`config.mk`:
```
export PLATFORM = sky130hd
export DESIGN_NAME = morse_message_beacon
export DESIGN_NICKNAME = d
export VERILOG_FILES = /design/src/design/mmb_pkg.sv /design/src/design/morse_message_beacon.sv
export SDC_FILE = /design/constraint.sdc
export NUM_CORES = 1
export LEC_CHECK = 0
export ABC_AREA = 1
export BUFFER_PORTS_ARGS = -buffer_cell sky130_fd_sc_hd__buf_2
export CAP_MARGIN = 20
export CORE_ASPECT_RATIO = 0.7
export CORE_MARGIN = 2
export CORE_UTILIZATION = 50
export DETAILED_ROUTE_END_ITERATION = 8
export MAX_ROUTING_LAYER = met4
export PLACE_DENSITY = 0.75
export SYNTH_ARGS = -nofsm -noshare
export SYNTH_HDL_FRONTEND = slang
export SYNTH_SLANG_ARGS = --single-unit
```
`constraint.sdc`:
```
create_clock -name i_clk -period 4.88 [get_ports i_clk]
set_input_delay 0.488 -clock i_clk [delete_from_list [all_inputs] [get_ports i_clk]]
set_output_delay 0.488 -clock i_clk [all_outputs]
set_load 0.02 [all_outputs]
```
`src/design/mmb_pkg.sv`:
```
`timescale 1ns / 1ps

package mmb_pkg;

    localparam int CFG_INDEX_W = 3;
    localparam int CFG_DATA_W  = 16;
    localparam int DUR_W       = 16;
    localparam int LEN_W       = 5;
    localparam int CHAR_W      = 7;
    localparam int SLOT_W      = 4;
    localparam int SLOTS       = 16;
    localparam int ELEM_W      = 3;
    localparam int IN_DATA_W   = 16;
    localparam int OUT_DATA_W  = 8;

    localparam logic [DUR_W-1:0] RST_DOT        = 16'd200;
    localparam logic [DUR_W-1:0] RST_DASH       = 16'd600;
    localparam logic [DUR_W-1:0] RST_LETTER_GAP = 16'd600;
    localparam logic [DUR_W-1:0] RST_WORD_GAP   = 16'd1400;
    localparam logic [LEN_W-1:0] RST_MSG_LEN    = 5'd11;

    localparam logic [CHAR_W-1:0] CHAR_SPACE = 7'h20;
    localparam logic [CHAR_W-1:0] CHAR_DOT   = 7'h2E;
    localparam logic [CHAR_W-1:0] CHAR_A     = 7'h41;
    localparam logic [CHAR_W-1:0] CHAR_Z     = 7'h5A;

    localparam int            BOOT_LEN  = 11;
    localparam logic [87:0]   BOOT_TEXT = "BOOTLOADER ";

    typedef enum logic [CFG_INDEX_W-1:0] {
        REG_DOT        = 3'd0,
        REG_DASH       = 3'd1,
        REG_LETTER_GAP = 3'd2,
        REG_WORD_GAP   = 3'd3,
        REG_MSG_LEN    = 3'd4
    } t_reg_idx;

    typedef struct packed {
        logic [4:0]        pat;
        logic [ELEM_W-1:0] len;
    } t_code;

    // Element patterns hold the first element in the lowest bit, a one is a dash.
    localparam t_code LETTER_CODES [26] = '{
        '{5'h02, 3'd2}, '{5'h01, 3'd4}, '{5'h05, 3'd4}, '{5'h01, 3'd3},
        '{5'h00, 3'd1}, '{5'h04, 3'd4}, '{5'h03, 3'd3}, '{5'h00, 3'd4},
        '{5'h00, 3'd2}, '{5'h0E, 3'd4}, '{5'h05, 3'd3}, '{5'h02, 3'd4},
        '{5'h03, 3'd2}, '{5'h01, 3'd2}, '{5'h07, 3'd3}, '{5'h06, 3'd4},
        '{5'h0B, 3'd4}, '{5'h02, 3'd3}, '{5'h00, 3'd3}, '{5'h01, 3'd1},
        '{5'h04, 3'd3}, '{5'h08, 3'd4}, '{5'h06, 3'd3}, '{5'h09, 3'd4},
        '{5'h0D, 3'd4}, '{5'h03, 3'd4}
    };

    function automatic t_code code_of(input logic [CHAR_W-1:0] ch);
        t_code c;
        logic [CHAR_W-1:0] off;
        c   = '{5'h00, 3'd0};
        off = ch - CHAR_A;
        if (ch inside {[CHAR_A:CHAR_Z]}) begin
            c = LETTER_CODES[off[4:0]];
        end else begin
            case (ch)
                7'h30:   c = '{5'h1F, 3'd5};
                7'h31:   c = '{5'h1E, 3'd5};
                7'h32:   c = '{5'h1C, 3'd5};
                7'h33:   c = '{5'h18, 3'd5};
                7'h34:   c = '{5'h10, 3'd5};
                7'h35:   c = '{5'h00, 3'd5};
                7'h36:   c = '{5'h01, 3'd5};
                7'h37:   c = '{5'h03, 3'd5};
                7'h38:   c = '{5'h07, 3'd5};
                7'h39:   c = '{5'h0F, 3'd5};
                default: c = '{5'h00, 3'd0};
            endcase
        end
        return c;
    endfunction

    function automatic logic [CHAR_W-1:0] boot_char(input int i);
        logic [CHAR_W-1:0] c;
        c = '0;
        if (i < BOOT_LEN) begin
            c = BOOT_TEXT[8*(BOOT_LEN-1-i) +: CHAR_W];
        end
        return c;
    endfunction

endpackage

```
`src/design/morse_message_beacon.sv`:
```
`timescale 1ns / 1ps

// Morse message beacon. Each beat on the slave stream is either one time tick
// (tuser 0) or a write of one message character (tuser 1). Every accepted beat
// yields exactly one result beat on the master stream with the LED level and
// the position of the character being sent, both as they stand after that beat.
// The message repeats after a word gap; characters without a code are skipped.
// A tick with busy_req set keeps the sequence where it is and shows the LED dark,
// while the elapsed counter still runs.
// Each result beat is held in the result register: the step logic sits between
// the input handshake and the result register. One beat is taken every cycle while
// the skid register is empty. A skid register behind the result register lets one
// more beat in while the receiver stalls; with both full, o_s_tready drops until a
// result beat leaves.
// The configuration channel is always ready and takes one register per beat; the user
// must write it only while the stream is idle, which the block itself does not enforce.
// After reset the message is "BOOTLOADER " with length 11 and the timing
// registers hold 200, 600, 600 and 1400 ticks.
module morse_message_beacon #(
    parameter int MESSAGE_DEPTH = 16,
    parameter int TIMER_WIDTH   = 16
) (
    input  logic                                i_clk,
    input  logic                                i_rst_n,
    input  logic                                i_cfg_valid,
    output logic                                o_cfg_ready,
    input  logic [mmb_pkg::CFG_INDEX_W-1:0]     i_cfg_index,
    input  logic [mmb_pkg::CFG_DATA_W-1:0]      i_cfg_data,
    input  logic                                i_s_tvalid,
    output logic                                o_s_tready,
    // Fields from bit 0: busy_req, char_index[3:0], char_code[6:0], zero fill.
    input  logic [mmb_pkg::IN_DATA_W-1:0]       i_s_tdata,
    // Fields from bit 0: mode.
    input  logic                                i_s_tuser,
    output logic                                o_m_tvalid,
    input  logic                                i_m_tready,
    // Fields from bit 0: led_on, char_position[4:0], zero fill.
    output logic [mmb_pkg::OUT_DATA_W-1:0]      o_m_tdata
);

    localparam int STORE_DEPTH = (MESSAGE_DEPTH < mmb_pkg::SLOTS) ? MESSAGE_DEPTH
                                                                  : mmb_pkg::SLOTS;
    localparam int SIW = $clog2(STORE_DEPTH);
    localparam int LW  = ($clog2(MESSAGE_DEPTH + 1) > mmb_pkg::LEN_W)
                         ? $clog2(MESSAGE_DEPTH + 1) : mmb_pkg::LEN_W;
    localparam int CW  = (TIMER_WIDTH > mmb_pkg::DUR_W) ? TIMER_WIDTH : mmb_pkg::DUR_W;

    logic [mmb_pkg::DUR_W-1:0]  r_dot, r_dash, r_letter_gap, r_word_gap;
    logic [mmb_pkg::LEN_W-1:0]  r_msg_len;
    logic [mmb_pkg::CHAR_W-1:0] r_store [STORE_DEPTH];
    logic [mmb_pkg::LEN_W-1:0]  r_ptr, n_ptr;
    logic [mmb_pkg::ELEM_W-1:0] r_ep, n_ep;
    logic                       r_lit, n_lit;
    logic [TIMER_WIDTH-1:0]     r_el, n_el;

    logic                            r_out_valid, r_skid_valid;
    logic [mmb_pkg::OUT_DATA_W-1:0]  r_out_data, r_skid_data;

    logic                        in_mode, in_busy, in_accept, out_take;
    logic [mmb_pkg::SLOT_W-1:0]  in_idx;
    logic [mmb_pkg::CHAR_W-1:0]  in_code, cur_ch;
    logic [LW-1:0]               eff_len;
    logic [TIMER_WIDTH-1:0]      el_inc;
    logic [CW-1:0]               el_cmp;
    mmb_pkg::t_code              cur_code;
    logic [mmb_pkg::DUR_W-1:0]   elem_dur;
    logic [mmb_pkg::OUT_DATA_W-1:0] res_data;
    logic                        store_we;

    assign in_busy = i_s_tdata[0];
    assign in_idx  = i_s_tdata[4:1];
    assign in_code = i_s_tdata[11:5];
    assign in_mode = i_s_tuser;

    assign o_cfg_ready = 1'b1;
    assign o_s_tready  = !r_skid_valid;
    assign in_accept   = i_s_tvalid && o_s_tready;
    assign out_take    = r_out_valid && i_m_tready;
    assign o_m_tvalid  = r_out_valid;
    assign o_m_tdata   = r_out_data;

    assign eff_len  = (LW'(r_msg_len) > LW'(MESSAGE_DEPTH)) ? LW'(MESSAGE_DEPTH)
                                                            : LW'(r_msg_len);
    assign cur_ch   = (LW'(r_ptr) < LW'(STORE_DEPTH)) ? r_store[r_ptr[SIW-1:0]] : '0;
    assign cur_code = mmb_pkg::code_of(cur_ch);
    assign el_inc   = (r_el == '1) ? r_el : TIMER_WIDTH'(r_el + 1'b1);
    assign el_cmp   = CW'(el_inc);
    assign elem_dur = ((cur_code.pat >> r_ep) & 5'd1) != 5'd0 ? r_dash : r_dot;
    assign store_we = in_accept && in_mode && (LW'(in_idx) < LW'(MESSAGE_DEPTH));

    always_comb begin
        n_ptr = r_ptr;
        n_ep  = r_ep;
        n_lit = r_lit;
        n_el  = r_el;
        if (!in_mode) begin
            n_el = el_inc;
            if (!in_busy) begin
                if (LW'(r_ptr) >= eff_len) begin
                    if (el_cmp >= CW'(r_word_gap)) begin
                        n_ptr = '0;
                        n_ep  = '0;
                        n_lit = 1'b0;
                        n_el  = '0;
                    end
                end else if (cur_ch == mmb_pkg::CHAR_SPACE || cur_code.len == '0
                             || r_ep >= cur_code.len) begin
                    if ((cur_ch == mmb_pkg::CHAR_SPACE && el_cmp >= CW'(r_word_gap))
                        || (cur_ch != mmb_pkg::CHAR_SPACE && cur_code.len == '0)
                        || (cur_ch != mmb_pkg::CHAR_SPACE && cur_code.len != '0
                            && el_cmp >= CW'(r_letter_gap))) begin
                        n_ptr = r_ptr + 1'b1;
                        n_ep  = '0;
                        n_lit = 1'b0;
                        n_el  = '0;
                    end
                end else if (!r_lit) begin
                    if (r_ep == '0 || el_cmp >= CW'(r_dot)) begin
                        n_lit = 1'b1;
                        n_el  = '0;
                    end
                end else if (el_cmp >= CW'(elem_dur)) begin
                    n_lit = 1'b0;
                    n_ep  = r_ep + 1'b1;
                    n_el  = '0;
                end
            end
        end
        res_data = {2'b00, n_ptr, n_lit && !in_busy};
    end

    always_ff @(posedge i_clk) begin
        if (!i_rst_n) begin
            r_dot        <= mmb_pkg::RST_DOT;
            r_dash       <= mmb_pkg::RST_DASH;
            r_letter_gap <= mmb_pkg::RST_LETTER_GAP;
            r_word_gap   <= mmb_pkg::RST_WORD_GAP;
            r_msg_len    <= mmb_pkg::RST_MSG_LEN;
            for (int i = 0; i < STORE_DEPTH; i++) begin
                r_store[i] <= mmb_pkg::boot_char(i);
            end
            r_ptr        <= '0;
            r_ep         <= '0;
            r_lit        <= 1'b0;
            r_el         <= '0;
            r_out_valid  <= 1'b0;
            r_skid_valid <= 1'b0;
        end else begin
            if (i_cfg_valid) begin
                case (i_cfg_index)
                    mmb_pkg::REG_DOT:        r_dot        <= i_cfg_data;
                    mmb_pkg::REG_DASH:       r_dash       <= i_cfg_data;
                    mmb_pkg::REG_LETTER_GAP: r_letter_gap <= i_cfg_data;
                    mmb_pkg::REG_WORD_GAP:   r_word_gap   <= i_cfg_data;
                    mmb_pkg::REG_MSG_LEN:    r_msg_len    <= i_cfg_data[mmb_pkg::LEN_W-1:0];
                    default: ;
                endcase
            end
            if (store_we) begin
                r_store[in_idx[SIW-1:0]] <= in_code;
            end
            if (in_accept) begin
                r_ptr <= n_ptr;
                r_ep  <= n_ep;
                r_lit <= n_lit;
                r_el  <= n_el;
            end
            if (r_skid_valid) begin
                if (out_take) begin
                    r_out_data   <= r_skid_data;
                    r_skid_valid <= 1'b0;
                end
            end else if (in_accept) begin
                if (!r_out_valid || out_take) begin
                    r_out_data  <= res_data;
                    r_out_valid <= 1'b1;
                end else begin
                    r_skid_data  <= res_data;
                    r_skid_valid <= 1'b1;
                end
            end else if (out_take) begin
                r_out_valid <= 1'b0;
            end
        end
    end

endmodule

```
==> results of run 1 <==
==> state kept, by name (all words and copies together) (netlist names), named ones only <==
register and flops:
r_el 16, r_lit 1, r_skid_data 6, r_msg_len 5, r_store 112, r_dot 16, r_word_gap 16, r_ptr 5
o_m_tvalid 1, o_m_tdata 6, r_ep 3, r_skid_valid 1, r_letter_gap 16, r_dash 16
==> cell usage after synthesis, drive strengths merged, types with 5 or more instances <==
master,count,area [um^2]
a21oi,119,637
a31oi,5,31.3
buf,28,221
clkbuf,30,113
dfxtp,100,2000
edfxtp,124,3720
ha,83,1040
inv,221,837
nand2,373,1500
nand3,124,703
nand4,16,113
nor2,200,783
nor3,10,50.1
nor4,5,31.3
o211ai,27,203
o21ai,127,643
xor2,6,52.6
==> worst max-delay path, delay by kind of cell (launching register included) <==
kind,cells,cell delay (ps)
adder cells (fa/ha/maj),2,460
AO/OA/AOI/OAI,9,1170
buffers and inverters,7,830
flip-flops,1,370
AND/OR/NAND/NOR,20,1950
==> stage by stage <==
stage	hold WS [ps]	util [%]
2_1_floorplan	430	-
3_3_place_gp	440	54.7
3_5_place_dp	448	54.7
4_1_cts	188	59.9
5_1_grt	225	62.1
6_report	202	62.1
==> path summary, 6_finish.rpt <==
path	to	slack, ps	cells past startpoint
worst max-delay path	r_ep[0]	-20	38
worst min-delay path	r_word_gap[8]	200	3
worst max register to register	r_ep[0]	-20	38
worst min register to register	r_dash[7]	450	2
==> power by group through the flow <==
| stage | Clock, mW | Combinational (mW) | Sequential, mW |
|---|---|---|---|
| 2_1_floorplan | 0 | 0.827 | 2.12 |
| 3_3_place_gp | 0 | 1.21 | 2.12 |
| 3_5_place_dp | 0 | 1.24 | 2.12 |
| 4_1_cts | 2.14 | 1.34 | 2.08 |
| 5_1_grt | 2.21 | 1.64 | 2.09 |
| 6_report | 2.14 | 1.50 | 2.08 |
==> metal layers <==
metal / wire [um] / global-route usage (%) / share of wire [%] / vias up
met5: 0 / - / 0 / -
met3: 3760 / 4.90 / 10 / 71
met1: 17000 / 40.8 / 46 / 5556
met2: 15300 / 37.2 / 42 / 553
li1: - / - / - / 5656
met4: 731 / 5.30 / 2.0 / 0
==> layout make-up <==
class,instances,area [um^2]
Clock buffer,30,644
Clock inverter,14,278
Timing Repair Buffer,168,1360
Inverter,223,861
Multi-Input combinational cell,1122,6520
Fill cell,2087,9670
Sequential cell,224,5730
Antenna cell,1,2.50
Timing Repair inverter,2,23.8
Tap cell,331,414
==> what timing repair did <==
action / in CTS / in global routing
gates resized for setup: 57 / 114
buffers inserted: 14 / 13
gates cloned: 3 / 3
endpoints found under the setup margin: 22 / 34
pin swaps: 35 / 77
hold buffers: 0 / 0
==> cells by family after synthesis <==
family          count (synthesis)
simple gates                  733
fa+ha+maj                      83
compound gates                295
flops                         224
xor+xnor                        8
other cells                     2
buf+inv                       281
==> metrics.cfg, run 1 <==
[logic_synthesis]
synth_edf_count = 124
synthCells = 1626
synth_adder_area_share_pct = 8.06
avgSynthCellArea_um2 = 7.93
ys_seq_area_share_pct = 44.4
synth_top_family_by_area = simple AND/OR/NAND/NOR gates
ys.warnings.count = 0
synth_compound_area_share_pct = 12.8
synth_xor_area_share_pct = 0.544
mappedNetlistArea_um2 = 12900
ys_ff_latch = 224
async_flop_share_pct = 0
synth.distinct_cells = 52
ys.flop_type = edfxtp_1
synthMuxAreaShare_pct = 0
synth_simple_gate_area_share_pct = 25.0

[setup_path]
critPathSlowestCell = dfxtp_4
critical-path-max-stage-delay_ps = 370
endpoint_kind = flip-flop
crit_path_frequent_cell = nand2_2
arrival_ps = 5300
criticalPathCategory = flip-flop to flip-flop
cp.required_ps = 5290
crit_fanout = 5
crit_path_start_kind = flip-flop

[clocking]
clk_latency_ps = 560
tritoncts = done
root_buffer = clkbuf_16
cts_made_buffers = 24
clk_path_buf_depth = 3
h-tree-depth = 1
cts.reportedPaths.clkPinSlew_ps = 60
clkSinkCount = 224

[power]
power_frac_comb_pct = 26.2
pwr-share-clk_pct = 37.4
p_leak_nw = 6.96
p_per_area_nw_per_um2 = 361
seqPwrFrac_pct = 36.4
irDropWorstVdd_uv = 274
p_sw_share_pct = 30.9
intPower_mw = 3.95
p_switching_mw = 1.77
p_total_mw = 5.72

[run_status]
outcome = complete, but fails checks
violations = setup timing

[job]
cap_violations = 0

[timing]
setup_viol = 1
grt_setup_unrepaired = true
worst_slack_ps = -18.0
period_share_pct = 100
fin_skew_ps = 34.7
worst_slew_pin_slew_ps = 983
hold_viol = 0
slew_headroom_pct = 33.7
min_period_ps = 4900
maxSlewViolCount = 0
fin_tns_setup_ps = -18.0
max_freq_ghz = 0.204

[global_routing]
grt_usage_pct = 26.8
antenna_found_initial = 1
grt_max_degree = 87
grt_pass1_vias = 10800
grt_overflow = 0
grt_pass1_wl_mm = 56.5

[placed_design]
place_area_um2 = 13900
dp_cells = 2039
dp_hpwl_mm = 24.9
pre_cts_ws_ps = -332
gp_congestion = 0.934
numPortBuffers = 44

[routing]
routed_wl_mm = 36.8
dr.pass1.iters = 6
vias = 11800
drt_iter0_drc = 1367
wl_per_cell_um = 17.4
vias_per_cell = 5.60
drc = 0
final_antenna_net_count = 0

[hold_path]
hold_path_class = primary input to flip-flop
min_from = i_cfg_data[8]

[layout]
final_common_cell = nand2_1
syn2layout_area_growth_pct = 22.9
drive_gt1_share_pct = 21.1
fin_nets = 1889
most-common-layout-cells = nand2_1 (320), inv_1 (210), nor2_1 (186)
instances_no_fill = 2115
postLayoutCellArea_um2 = 15800

[floorplanning]
die_h_um = 138
num_rows = 49
start_util_pct = 50.5
die_area_um2 = 27100
pin_count = 52
core-area_um2 = 25500
die_x_um = 196

Note: power is estimated with default switching activity, not from simulation.
==> run 2, diff against run 1 <==
--- a/config.mk
+++ b/config.mk
@@ -14,6 +14,7 @@
 export DETAILED_ROUTE_END_ITERATION = 8
 export MAX_ROUTING_LAYER = met4
 export PLACE_DENSITY = 0.75
+export SETUP_SLACK_MARGIN = 0.2
 export SYNTH_ARGS = -nofsm -noshare
 export SYNTH_HDL_FRONTEND = slang
 export SYNTH_SLANG_ARGS = --single-unit
==> metrics.cfg, run 2 (synthesis gave the netlist of run 1 again) <==
[routing]
wl_per_cell_um = 17.5
dr.pass1.iters = 6
drc = 0
routed_wl_mm = 37.3
final_antenna_net_count = 0
vias = 11900
vias_per_cell = 5.60
drt_iter0_drc = 1286

[layout]
syn2layout_area_growth_pct = 22.8
fin_nets = 1903
nFillCells = 2104
regMostFlops = r_store
drive_gt1_share_pct = 21.4
antenna_cells = 0
most-common-layout-cells = nand2_1 (325), inv_1 (206), nor2_1 (188)
largest_reg_flops = 112
final_common_cell = nand2_1

[floorplanning]
pin_count = 52
die_h_um = 138
die_x_um = 196
die_area_um2 = 27100
num_rows = 49
start_util_pct = 50.5
core-area_um2 = 25500

[job]
cap_violations = 0

[setup_path]
crit_fanout = 6
critPathSlowestCell = dfxtp_4
crit_path_start_kind = flip-flop
criticalPathCategory = flip-flop to flip-flop
cp.required_ps = 5340
endpoint_kind = flip-flop
arrival_ps = 5570
crit_path_frequent_cell = nand2_2
critical-path-max-stage-delay_ps = 360

[timing]
fin_tns_setup_ps = -3620
slew_headroom_pct = 32.8
setup_viol = 22
hold_viol = 0
fin_skew_ps = 19.4
max_freq_ghz = 0.196
worst_slew_pin_slew_ps = 998
maxSlewViolCount = 0
min_period_ps = 5110
grt_setup_unrepaired = true
worst_slack_ps = -230
period_share_pct = 105

[placed_design]
numPortBuffers = 44
gp_congestion = 0.968
dp_hpwl_mm = 25.1

[clocking]
clk_latency_ps = 540
cts_made_buffers = 24
tritoncts = done
cts.reportedPaths.clkPinSlew_ps = 60
clkSinkCount = 224
h-tree-depth = 1
cts_hold_buf = 0
root_buffer = clkbuf_16
clk_path_buf_depth = 3

[global_routing]
grt_overflow = 0
antenna_found_initial = 0
grt_usage_pct = 27.5
grt_max_degree = 58
grt_pass1_vias = 11000
grt_pass1_wl_mm = 57.9

[power]
irDropWorstVdd_uv = 281
pwr-share-clk_pct = 33.0
seqPwrFrac_pct = 37.5
p_switching_mw = 1.79
p_per_area_nw_per_um2 = 350
p_leak_nw = 6.96
p_total_mw = 5.54
p_sw_share_pct = 32.3
power_frac_comb_pct = 29.4
intPower_mw = 3.75

[hold_path]
hold_path_class = primary input to flip-flop

[run_status]
violations = setup timing
outcome = complete, but fails checks

## run 2: stage by stage
step | worst slack, ps | utilization (%) | hold WS, ps | std cells | area, um^2
after floorplan | 259 | - | 430 | 1627 | 12900
after global placement | -235 | 54.6 | 441 | 2039 | 13900
after detailed placement | -332 | 54.6 | 444 | 2039 | 13900
after CTS | -38.8 | 60.4 | 203 | 2119 | 15400
after global routing | -429 | 62.0 | 229 | 2128 | 15800
final | -230 | 62.0 | 215 | 2128 | 15800
## run 2: cell type report
cell class | count | area, um^2 | area share [%]
tap | 331 | 414 | 2.62
timing repair inverter | 1 | 8.76 | 0.0553
multi-input combinational | 1124 | 6570 | 41.5
clock inverter | 9 | 101 | 0.640
inverter | 223 | 868 | 5.49
timing repair buffer | 181 | 1440 | 9.07
sequential | 224 | 5730 | 36.2
clock buffer | 35 | 694 | 4.39
## run 2: worst max-delay path, delay by kind of cell, from the launching register on
kind,cells,cell delay (ps)
AO/OA/AOI/OAI,11,1370
adder cells (fa/ha/maj),1,260
buffers and inverters,8,990
flip-flops,1,360
AND/OR/NAND/NOR,20,2040
## run 2: worst paths after layout
check / from / to / slack, ps / depth (start not counted)
min reg2reg: r_dash[10] / r_dash[10] / 460 / 2
max reg2reg: flip-flop / r_ep[0] / -230 / 40
max: flip-flop / r_ep[0] / -230 / 40
min: i_cfg_data[10] / r_word_gap[10] / 210 / 3
## run 2: power by group through the flow
| stage | registers, mW | clock network, mW | logic [mW] |
|---|---|---|---|
| after global placement | 2.12 | 0 | 1.21 |
| final | 2.08 | 1.83 | 1.63 |
| after floorplan | 2.12 | 0 | 0.828 |
| after global routing | 2.09 | 1.92 | 1.77 |
| after detailed placement | 2.12 | 0 | 1.23 |
| after CTS | 2.08 | 1.85 | 1.43 |
## run 2: metal layers
metal	share of wire (%)	vias up	global-route usage, %	routed length (um)
li1	-	5696	-	-
met1	45	5526	40.2	16900
met2	41	612	37.6	15400
met3	11	82	6.66	4090
met4	2.6	0	7.89	966
met5	0	-	-	0
## run 2: what timing repair did
action | CTS | global route
cloned | 4 | 1
buffers inserted | 32 | 8
resized for setup | 85 | 87
pin swaps | 26 | 58
setup endpoints to repair | 24 | 41
